### src/hw/rtl/gr4_pkg.sv
// ============================================================================
// gr4_pkg: shared types and constants of the glyph RLE decoder
// Holds the queue entry, the configuration bundle and the codes used by the
// front and back parts of the decoder.
// ============================================================================
package gr4_pkg;

    // Field widths fixed by the byte format and the bitmap layout.
    localparam int RUN_W   = 4;
    localparam int GRAY_W  = 4;
    localparam int SIDE_W  = 8;
    localparam int BUF_W   = 16;
    localparam int ADDR_W  = 15;
    localparam int TOTAL_W = 16;

    // Configuration register indexes.
    localparam int CFG_IDX_W = 2;
    localparam logic [CFG_IDX_W-1:0] CFG_GLYPH_WIDTH  = 2'd0;
    localparam logic [CFG_IDX_W-1:0] CFG_GLYPH_HEIGHT = 2'd1;
    localparam logic [CFG_IDX_W-1:0] CFG_BUFFER_BYTES = 2'd2;

    // Run byte layout: count in the high nibble, gray in the low nibble.
    localparam logic [7:0] COUNT_MASK = 8'hF0;
    localparam logic [7:0] GRAY_MASK  = 8'h0F;

    // Queue between front and back.
    localparam int QUEUE_DEPTH = 2;
    localparam int QPTR_W      = 1;
    localparam int QCNT_W      = 2;

    // Operation codes decided by the front part.
    typedef enum logic {
        OP_RUN     = 1'b0,
        OP_END_ROW = 1'b1
    } op_t;

    typedef struct packed {
        op_t                op;
        logic [RUN_W-1:0]   count;
        logic [GRAY_W-1:0]  gray;
        logic               last;
    } q_entry_t;

    typedef struct packed {
        logic [SIDE_W-1:0] glyph_width;
        logic [SIDE_W-1:0] glyph_height;
        logic [BUF_W-1:0]  buffer_bytes;
    } cfg_t;

endpackage

### src/hw/rtl/gr4_channels.sv
// ============================================================================
// gr4_channels: valid/ready channels of the glyph RLE decoder
// One interface carries run bytes in, the other carries pixel writes out.
// ============================================================================
interface gr4_in_if;
    logic       valid;
    logic       ready;
    logic [7:0] rle_byte;
    logic       last_byte;

    modport source (output valid, output rle_byte, output last_byte, input ready);
    modport sink   (input valid, input rle_byte, input last_byte, output ready);
endinterface

interface gr4_out_if;
    logic                          valid;
    logic                          ready;
    logic [gr4_pkg::ADDR_W-1:0]    byte_addr;
    logic                          high_nibble;
    logic [gr4_pkg::GRAY_W-1:0]    gray;
    logic [gr4_pkg::TOTAL_W-1:0]   pixels_so_far;
    logic                          last_of_run;

    modport source (output valid, output byte_addr, output high_nibble, output gray,
                    output pixels_so_far, output last_of_run, input ready);
    modport sink   (input valid, input byte_addr, input high_nibble, input gray,
                    input pixels_so_far, input last_of_run, output ready);
endinterface

### src/hw/rtl/gr4_front.sv
// ============================================================================
// gr4_front: run byte intake and command queue
// Accepts run bytes, splits each into a run or an end-of-row command and
// holds the commands in a short queue for the back part.
// ============================================================================
module gr4_front (
    input  logic               clk,
    input  logic               rst_n,
    gr4_in_if.sink             rle_in,
    output logic               q_valid,
    output gr4_pkg::q_entry_t  q_entry,
    input  logic               q_pop
);

    gr4_pkg::q_entry_t                 mem_reg [gr4_pkg::QUEUE_DEPTH];
    logic [gr4_pkg::QPTR_W-1:0]        wr_ptr_reg;
    logic [gr4_pkg::QPTR_W-1:0]        rd_ptr_reg;
    logic [gr4_pkg::QCNT_W-1:0]        cnt_reg;
    logic [gr4_pkg::QCNT_W-1:0]        cnt_next;
    gr4_pkg::q_entry_t                 new_entry;
    logic                              push;
    logic [7:0]                        count_bits;

    // Classify the incoming beat.
    assign count_bits      = rle_in.rle_byte & gr4_pkg::COUNT_MASK;
    always_comb
    begin
        new_entry.count = count_bits[7:4];
        new_entry.gray  = rle_in.rle_byte[3:0] & gr4_pkg::GRAY_MASK[3:0];
        new_entry.last  = rle_in.last_byte;
        new_entry.op    = (count_bits == 8'h00) ? gr4_pkg::OP_END_ROW : gr4_pkg::OP_RUN;
    end

    assign rle_in.ready = (cnt_reg != gr4_pkg::QCNT_W'(gr4_pkg::QUEUE_DEPTH));
    assign push         = rle_in.valid && rle_in.ready;
    assign q_valid      = (cnt_reg != '0);
    assign q_entry      = mem_reg[rd_ptr_reg];

    // Occupancy count.
    always_comb
    begin
        cnt_next = cnt_reg;
        if (push && !q_pop)
        begin
            cnt_next = cnt_reg + 1'b1;
        end
        else if (!push && q_pop)
        begin
            cnt_next = cnt_reg - 1'b1;
        end
    end

    // Queue pointers.
    always_ff @(posedge clk or negedge rst_n)
    begin
        if (!rst_n)
        begin
            wr_ptr_reg <= '0;
            rd_ptr_reg <= '0;
            cnt_reg    <= '0;
        end
        else
        begin
            cnt_reg <= cnt_next;
            if (push)
            begin
                wr_ptr_reg <= wr_ptr_reg + 1'b1;
            end
            if (q_pop)
            begin
                rd_ptr_reg <= rd_ptr_reg + 1'b1;
            end
        end
    end

    // Queue storage.
    always_ff @(posedge clk)
    begin
        if (push)
        begin
            mem_reg[wr_ptr_reg] <= new_entry;
        end
    end

`ifndef SYNTH
    a_no_pop_empty: assert property (@(posedge clk) disable iff (!rst_n)
        q_pop |-> q_valid)
        else $error("gr4_front: pop from an empty queue");
    a_cnt_bound: assert property (@(posedge clk) disable iff (!rst_n)
        cnt_reg <= gr4_pkg::QCNT_W'(gr4_pkg::QUEUE_DEPTH))
        else $error("gr4_front: queue count beyond depth");
    a_cnt_track: assert property (@(posedge clk) disable iff (!rst_n)
        (push && !q_pop) |=> cnt_reg == $past(cnt_reg) + 1'b1)
        else $error("gr4_front: queue count missed a push");
`endif

endmodule

### src/hw/rtl/gr4_back.sv
// ============================================================================
// gr4_back: run expansion and pixel write generation
// Takes commands from the queue, tracks row, column and base address, and
// expands each run into pixel writes through an output register.
// ============================================================================
module gr4_back #(
    parameter int MAX_GLYPH_SIDE = 255
) (
    input  logic               clk,
    input  logic               rst_n,
    input  gr4_pkg::cfg_t      cfg,
    input  logic               q_valid,
    input  gr4_pkg::q_entry_t  q_entry,
    output logic               q_pop,
    gr4_out_if.source          pix_out
);

    localparam logic ST_IDLE = 1'b0;
    localparam logic ST_RUN  = 1'b1;
    localparam logic [gr4_pkg::SIDE_W-1:0] SIDE_CAP = gr4_pkg::SIDE_W'(MAX_GLYPH_SIDE);

    logic                              state_reg, state_next;
    logic [gr4_pkg::SIDE_W-1:0]        row_reg, row_next;
    logic [gr4_pkg::SIDE_W-1:0]        col_reg, col_next;
    logic [gr4_pkg::ADDR_W-1:0]        base_reg, base_next;
    logic [gr4_pkg::TOTAL_W-1:0]       total_reg, total_next;
    logic [gr4_pkg::RUN_W-1:0]         cnt_reg, cnt_next;
    logic [gr4_pkg::GRAY_W-1:0]        gray_reg, gray_next;
    logic                              last_reg, last_next;

    logic                              out_valid_reg;
    logic [gr4_pkg::ADDR_W-1:0]        addr_reg;
    logic                              high_reg;
    logic [gr4_pkg::GRAY_W-1:0]        pgray_reg;
    logic [gr4_pkg::TOTAL_W-1:0]       ptotal_reg;
    logic                              lor_reg;

    logic [gr4_pkg::SIDE_W-1:0]        width;
    logic [gr4_pkg::SIDE_W-1:0]        height;
    logic [gr4_pkg::SIDE_W-1:0]        row_span;
    logic [gr4_pkg::SIDE_W:0]          width_sum;
    logic [gr4_pkg::BUF_W-1:0]         needed;
    logic                              active;
    logic                              slot_free;
    logic                              emit;
    logic                              done;
    logic [gr4_pkg::SIDE_W:0]          col_inc;

    // Effective glyph geometry and the buffer fit check.
    assign width     = (cfg.glyph_width  > SIDE_CAP) ? SIDE_CAP : cfg.glyph_width;
    assign height    = (cfg.glyph_height > SIDE_CAP) ? SIDE_CAP : cfg.glyph_height;
    assign width_sum = {1'b0, width} + 1'b1;
    assign row_span  = width_sum[gr4_pkg::SIDE_W:1];
    assign needed    = gr4_pkg::BUF_W'(row_span * height);
    assign active    = (needed <= cfg.buffer_bytes) && (row_reg < height);
    assign slot_free = !out_valid_reg || pix_out.ready;
    assign col_inc   = {1'b0, col_reg} + 1'b1;

    // Sequencer: one command per visit to idle, one pixel per cycle in a run while the output slot is free.
    always_comb
    begin
        state_next = state_reg;
        row_next   = row_reg;
        col_next   = col_reg;
        base_next  = base_reg;
        total_next = total_reg;
        cnt_next   = cnt_reg;
        gray_next  = gray_reg;
        last_next  = last_reg;
        q_pop      = 1'b0;
        emit       = 1'b0;
        done       = 1'b0;
        unique case (state_reg)
            ST_IDLE:
            begin
                if (q_valid)
                begin
                    q_pop = 1'b1;
                    if (q_entry.op == gr4_pkg::OP_END_ROW)
                    begin
                        if (active)
                        begin
                            row_next  = row_reg + 1'b1;
                            col_next  = '0;
                            base_next = base_reg + gr4_pkg::ADDR_W'(row_span);
                        end
                        if (q_entry.last)
                        begin
                            row_next   = '0;
                            col_next   = '0;
                            base_next  = '0;
                            total_next = '0;
                        end
                    end
                    else if (active)
                    begin
                        state_next = ST_RUN;
                        cnt_next   = q_entry.count;
                        gray_next  = q_entry.gray;
                        last_next  = q_entry.last;
                    end
                    else if (q_entry.last)
                    begin
                        row_next   = '0;
                        col_next   = '0;
                        base_next  = '0;
                        total_next = '0;
                    end
                end
            end
            ST_RUN:
            begin
                if (col_reg >= width)
                begin
                    done = 1'b1;
                end
                else if (slot_free)
                begin
                    emit       = 1'b1;
                    done       = (cnt_reg == gr4_pkg::RUN_W'(1))
                                 || (col_inc == {1'b0, width});
                    total_next = total_reg + 1'b1;
                    col_next   = col_inc[gr4_pkg::SIDE_W-1:0];
                    cnt_next   = cnt_reg - 1'b1;
                end
                if (done)
                begin
                    state_next = ST_IDLE;
                    if (last_reg)
                    begin
                        row_next   = '0;
                        col_next   = '0;
                        base_next  = '0;
                        total_next = '0;
                    end
                end
            end
            default:
            begin
                state_next = ST_IDLE;
            end
        endcase
    end

    // Control and position state.
    always_ff @(posedge clk or negedge rst_n)
    begin
        if (!rst_n)
        begin
            state_reg     <= ST_IDLE;
            row_reg       <= '0;
            col_reg       <= '0;
            base_reg      <= '0;
            total_reg     <= '0;
            out_valid_reg <= 1'b0;
        end
        else
        begin
            state_reg <= state_next;
            row_reg   <= row_next;
            col_reg   <= col_next;
            base_reg  <= base_next;
            total_reg <= total_next;
            if (emit)
            begin
                out_valid_reg <= 1'b1;
            end
            else if (pix_out.ready)
            begin
                out_valid_reg <= 1'b0;
            end
        end
    end

    // Run payload and the output register.
    always_ff @(posedge clk)
    begin
        cnt_reg  <= cnt_next;
        gray_reg <= gray_next;
        last_reg <= last_next;
        if (emit)
        begin
            addr_reg   <= base_reg + gr4_pkg::ADDR_W'(col_reg[gr4_pkg::SIDE_W-1:1]);
            high_reg   <= ~col_reg[0];
            pgray_reg  <= gray_reg;
            ptotal_reg <= total_reg + 1'b1;
            lor_reg    <= done;
        end
    end

    assign pix_out.valid         = out_valid_reg;
    assign pix_out.byte_addr     = addr_reg;
    assign pix_out.high_nibble   = high_reg;
    assign pix_out.gray          = pgray_reg;
    assign pix_out.pixels_so_far = ptotal_reg;
    assign pix_out.last_of_run   = lor_reg;

`ifndef SYNTH
    a_run_nonzero: assert property (@(posedge clk) disable iff (!rst_n)
        (state_reg == ST_RUN) |-> (cnt_reg != '0))
        else $error("gr4_back: run state with no pixels left");
    a_col_inside: assert property (@(posedge clk) disable iff (!rst_n)
        emit |-> (col_reg < width))
        else $error("gr4_back: pixel emitted past glyph width");
    a_run_continues: assert property (@(posedge clk) disable iff (!rst_n)
        (emit && !done) |=> (state_reg == ST_RUN))
        else $error("gr4_back: run left before its last pixel");
    a_total_step: assert property (@(posedge clk) disable iff (!rst_n)
        (emit && !(done && last_reg)) |=> (total_reg == $past(total_reg) + 1'b1))
        else $error("gr4_back: pixel count did not advance");
    a_no_pop_in_run: assert property (@(posedge clk) disable iff (!rst_n)
        (state_reg == ST_RUN) |-> !q_pop)
        else $error("gr4_back: queue popped during a run");
`endif

endmodule

### src/hw/rtl/glyph_rle_to_4bpp_decoder.sv
// ============================================================================
// glyph_rle_to_4bpp_decoder: glyph RLE to 4bpp packed bitmap writer
// Top level: configuration registers, run byte intake and pixel expansion.
// ============================================================================
// Usage:
// Run bytes enter on rle_in, one per beat: the high nibble is a run count,
// the low nibble a gray level, and a count of zero closes the current row.
// last_byte marks the final beat of a glyph; after it the row, column, base
// address and pixel count return to zero. Each run pixel inside the glyph
// leaves on pix_out as one beat with its byte address, nibble select, gray,
// running pixel count and a flag on the last pixel of its run byte.
// Geometry and buffer size are written on the cfg_we/cfg_index/cfg_wdata
// port; the user must write them only while the block is idle, as the
// block itself does not enforce it. An accepted run byte passes through
// the command queue, the run state of the expansion sequencer and the
// output register before its first pixel is valid; a two-entry command
// queue lets intake run ahead of expansion.
// When pix_out stalls, the output register holds its beat and expansion
// waits; intake stops once the queue is full. Reset empties the queue and
// the output register and restores the register defaults.
module glyph_rle_to_4bpp_decoder #(
    parameter int MAX_GLYPH_SIDE = 255
) (
    input  logic                              clk,
    input  logic                              rst_n,
    input  logic                              cfg_we,
    input  logic [gr4_pkg::CFG_IDX_W-1:0]     cfg_index,
    input  logic [gr4_pkg::BUF_W-1:0]         cfg_wdata,
    gr4_in_if.sink                            rle_in,
    gr4_out_if.source                         pix_out
);

    gr4_pkg::cfg_t      cfg_reg;
    logic               q_valid;
    gr4_pkg::q_entry_t  q_entry;
    logic               q_pop;

    // Configuration registers.
    always_ff @(posedge clk or negedge rst_n)
    begin
        if (!rst_n)
        begin
            cfg_reg.glyph_width  <= gr4_pkg::SIDE_W'(1);
            cfg_reg.glyph_height <= gr4_pkg::SIDE_W'(1);
            cfg_reg.buffer_bytes <= '1;
        end
        else if (cfg_we)
        begin
            unique case (cfg_index)
                gr4_pkg::CFG_GLYPH_WIDTH:
                begin
                    cfg_reg.glyph_width <= cfg_wdata[gr4_pkg::SIDE_W-1:0];
                end
                gr4_pkg::CFG_GLYPH_HEIGHT:
                begin
                    cfg_reg.glyph_height <= cfg_wdata[gr4_pkg::SIDE_W-1:0];
                end
                gr4_pkg::CFG_BUFFER_BYTES:
                begin
                    cfg_reg.buffer_bytes <= cfg_wdata;
                end
                default:
                begin
                end
            endcase
        end
    end

    // Intake and command queue.
    gr4_front u_front (
        .clk     (clk),
        .rst_n   (rst_n),
        .rle_in  (rle_in),
        .q_valid (q_valid),
        .q_entry (q_entry),
        .q_pop   (q_pop)
    );

    // Run expansion.
    gr4_back #(
        .MAX_GLYPH_SIDE (MAX_GLYPH_SIDE)
    ) u_back (
        .clk     (clk),
        .rst_n   (rst_n),
        .cfg     (cfg_reg),
        .q_valid (q_valid),
        .q_entry (q_entry),
        .q_pop   (q_pop),
        .pix_out (pix_out)
    );

endmodule
### src/flat_wrapper.sv
// flat-port wrapper written by rule: the top's interface ports become plain ports
module glyph_rle_to_4bpp_decoder_flat 
#(
    parameter int MAX_GLYPH_SIDE = 255
)
  (clk, rst_n, cfg_we, cfg_index, cfg_wdata, rle_in_valid, rle_in_rle_byte, rle_in_last_byte, rle_in_ready, pix_out_valid, pix_out_byte_addr, pix_out_high_nibble, pix_out_gray, pix_out_pixels_so_far, pix_out_last_of_run, pix_out_ready);
  gr4_in_if rle_in_i ();
  gr4_out_if pix_out_i ();
  input  logic clk;
  input  logic rst_n;
  input  logic cfg_we;
  input  logic [gr4_pkg::CFG_IDX_W-1:0] cfg_index;
  input  logic [gr4_pkg::BUF_W-1:0] cfg_wdata;
  input wire logic [$bits(rle_in_i.valid)-1:0] rle_in_valid;
  input wire logic [$bits(rle_in_i.rle_byte)-1:0] rle_in_rle_byte;
  input wire logic [$bits(rle_in_i.last_byte)-1:0] rle_in_last_byte;
  output wire logic [$bits(rle_in_i.ready)-1:0] rle_in_ready;
  output wire logic [$bits(pix_out_i.valid)-1:0] pix_out_valid;
  output wire logic [$bits(pix_out_i.byte_addr)-1:0] pix_out_byte_addr;
  output wire logic [$bits(pix_out_i.high_nibble)-1:0] pix_out_high_nibble;
  output wire logic [$bits(pix_out_i.gray)-1:0] pix_out_gray;
  output wire logic [$bits(pix_out_i.pixels_so_far)-1:0] pix_out_pixels_so_far;
  output wire logic [$bits(pix_out_i.last_of_run)-1:0] pix_out_last_of_run;
  input wire logic [$bits(pix_out_i.ready)-1:0] pix_out_ready;
  assign rle_in_i.valid = rle_in_valid;
  assign rle_in_i.rle_byte = rle_in_rle_byte;
  assign rle_in_i.last_byte = rle_in_last_byte;
  assign rle_in_ready = rle_in_i.ready;
  assign pix_out_valid = pix_out_i.valid;
  assign pix_out_byte_addr = pix_out_i.byte_addr;
  assign pix_out_high_nibble = pix_out_i.high_nibble;
  assign pix_out_gray = pix_out_i.gray;
  assign pix_out_pixels_so_far = pix_out_i.pixels_so_far;
  assign pix_out_last_of_run = pix_out_i.last_of_run;
  assign pix_out_i.ready = pix_out_ready;
  glyph_rle_to_4bpp_decoder #(.MAX_GLYPH_SIDE(MAX_GLYPH_SIDE)) u_core (.clk(clk), .rst_n(rst_n), .cfg_we(cfg_we), .cfg_index(cfg_index), .cfg_wdata(cfg_wdata), .rle_in(rle_in_i), .pix_out(pix_out_i));
endmodule
### config.mk
export PLATFORM = sky130hd
export DESIGN_NAME = glyph_rle_to_4bpp_decoder_flat
export DESIGN_NICKNAME = d
export VERILOG_FILES = /design/src/hw/rtl/gr4_pkg.sv /design/src/hw/rtl/gr4_channels.sv /design/src/hw/rtl/gr4_front.sv /design/src/hw/rtl/gr4_back.sv /design/src/hw/rtl/glyph_rle_to_4bpp_decoder.sv /design/src/flat_wrapper.sv
export SDC_FILE = /design/constraint.sdc
export NUM_CORES = 1
export LEC_CHECK = 0
export BUFFER_PORTS_ARGS = -buffer_cell sky130_fd_sc_hd__clkbuf_2
export CAP_MARGIN = 30
export CORE_MARGIN = 2
export CORE_UTILIZATION = 57
export CTS_BUF_LIST = sky130_fd_sc_hd__clkbuf_8
export CTS_CLUSTER_SIZE = 8
export DETAILED_ROUTE_END_ITERATION = 8
export GPL_ROUTABILITY_DRIVEN = 1
export PLACE_DENSITY = 0.79
export SYNTH_ARGS = -nofsm -noshare
export SYNTH_HDL_FRONTEND = slang
export SYNTH_SLANG_ARGS = --single-unit
### constraint.sdc
create_clock -name clk -period 7.25 [get_ports clk]
set_input_delay 1.0875 -clock clk [delete_from_list [all_inputs] [get_ports clk]]
set_output_delay 1.0875 -clock clk [all_outputs]
set_load 0.01 [all_outputs]
==> reports/metrics.yaml <==
syn_nets: 1125
core_area_um2: 17400
diodes: 0
dpl.hpwl_um: 16600
worstPathArrival_ps: 7640
fin_ws_ps: -5.07
slew_viol_final: 0
antenna_found_initial: 0
vias_per_cell: 5.72
multiInputGateArea_um2: 5990
worstPathMaxFanout: 6
htree_levels: 4
cts_sinks: 151
finClkSkew_ps: 12.9
synthFlopType: "dfrtp_1"
p_per_area_nw_per_um2: 445
drive_gt1_share_pct: 27.3
period_minus_slack_ps: 7260
place.gp.congestion: 0.939
grt_pass1_wl_um: 35900
crit_type: "register to register"
hp-class: "register to register"
grt_pass1_vias: 7492
initial_utilization_pct: 58.3
netlist_top_cells_count: "inv_1, ha_1, nand2_1, dfrtp_1"
cp.required_ps: 7640
critical-path-slowest-cell: "dfstp_2"
ys_warn_count: 0
relSlewSlack_pct: 43.3
cpMostUsedCell: "fa_1"
final_nets: 1243
syn-mean-instance-area_um2: 10.5
n_fill_cell: 1225
grt_use_total_pct: 24.4
largest_reg_flops: 32
utilization_pct: 69.0
dieArea_um2: 18800
synth_edf_count: 66
synth-seq-area-share_pct: 40.8
critPathLaunchType: "register"
final_min_period_over_clock_period_pct: 100
wire_per_inst_um: 17.4
worst_pin_slew_ps: 848
grt_max_degree: 58
synth.most_common_cell: "inv_1"
finalSetupTns_ps: -10.1
io_pins: 71
cts_root_buf: "clkbuf_8"
cts_tree: "done"
whs_ps: 428
final-seq-area_um2: 4130
die_h_um: 137
area_growth_pct: 18.2
port_buffers: 70
synth_top_area_share_pct: 19.6
async_reset_ff_share_pct: 56.3
clock_latency_ps: 460
rsz0062_at_grt: "true"
peakVddDrop_v: 0.000309
synthCells: 966
outcome: "finished with violations"
overflow: 0
synth.distinct_cells: 79
violations: "negative setup slack"
clk_pin_slew_ps: 90
setup-violations-final: 2
drt_iter0_drc: 558
drcViolationCount: 0
routed_wl_um: 23000
die-width_um: 137
yosys_register_bits: 151
synth.largest_area_cell: "edfxtp_1"
p_leak_nw: 5.44
vias: 7564
worstSetupEndpointType: "register"
netlist_area_um2: 10100
max_stage_delay_ps: 580
finalHoldViolCount: 0
cts-buffers-inserted: 17
ys_top_cells_by_area: "edfxtp_1, dfrtp_1, ha_1"
fp-row-count: 48
dr.pass1.iters: 6
ant_nets: 0
p_total_mw: 5.33
cap_violations: 0
fmax_mhz: 138
clk_path_buf_depth: 2
[power breakdown]
group          switching [mW]  internal (mW)
combinational            1.76           1.58
sequential              0.207           1.22
clock                   0.337          0.232
[layer usage]
| layer | global-route usage, % | share of wire, % | vias up |
|---|---|---|---|
| li1 | - | - | 3610 |
| met1 | 33.4 | 44 | 3711 |
| met2 | 38.4 | 49 | 209 |
| met5 | 0 | 0 | - |
| met3 | 6.03 | 5.6 | 34 |
| met4 | 8.02 | 1.8 | 0 |
[worst paths after layout]
kind | start | endpoint | slack, ps | cells past startpoint
setup / recovery | u_core.cfg_reg[24]$_DFFE_PN1P_ | u_core.u_back.total_reg[7]$_DFFE_PN0P_ | -5 | 28
hold / removal | u_core.u_back.gray_reg[2]$_DFFE_PP_ | u_core.u_back.pix_out.gray[2]$_DFFE_PP_ | 430 | 0
setup reg to reg | u_core.cfg_reg[24]$_DFFE_PN1P_ | u_core.u_back.total_reg[7]$_DFFE_PN0P_ | -5 | 28
hold reg to reg | u_core.u_back.gray_reg[2]$_DFFE_PP_ | u_core.u_back.pix_out.gray[2]$_DFFE_PP_ | 430 | 0
max in group asynchronous | rst_n | u_core.cfg_reg[26]$_DFFE_PN0P_ | 5540 | 2
min in group asynchronous | rst_n | u_core.u_back.total_reg[4]$_DFFE_PN0P_ | 550 | 1
[per-stage QoR]
step | cell area (µm²) | instances | worst slack, ps
floorplan | 10100 | 966 | 60.3
global placement | 11000 | 1283 | -125
detailed placement | 11000 | 1283 | -472
CTS | 11400 | 1317 | 9.79
global route | 12000 | 1322 | -240
finish | 12000 | 1322 | -5.07
[kinds of logic after synthesis]
logic type                 share of synthesized area, %
muxes                                              4.82
AOI/OAI and AO/OA                                  11.5
DFF                                                40.8
buffers and inverters                              5.26
and+or+nand+nor                                    13.4
xor gates and xnor gates                           5.71
adders and majority gates                          18.5
[final cells by class]
class | count | area share [%]
repair buffers | 120 | 6.85
inverters | 110 | 3.49
flip-flops and latches | 151 | 34.5
multi-input cells | 684 | 50.1
clock inverters | 15 | 0.763
well taps | 225 | 2.35
clock buffers | 17 | 1.95
[layout by cell type (no fill, tap or decap), types with 32 or more instances in the layout]
master	count
inv_1	107
fa_1	36
mux2_2	37
clkbuf_2	69
o21ai_0	37
ha_1	81
edfxtp_1	66
dfrtp_1	66
nor2_1	61
xnor2_1	39
buf_4	36
nand2_1	68
a21oi_1	32
[worst max-delay path, delay by kind of cell, from the launching register on]
family	cells	cell delay, ps
adders and majority gates	6	2650
DFF	1	580
and+or+nand+nor	10	2420
buffers and inverters	4	440
AOI/OAI and AO/OA	6	760
xor gates and xnor gates	2	320
[repair_timing]
item	in CTS	in global routing
setup endpoints to repair	57	57
hold buffers	0	0
pin swaps	4	58
cloned	0	2
setup buffers	2	4
gates resized for setup	11	113
Power figures use the tool's default switching activity.
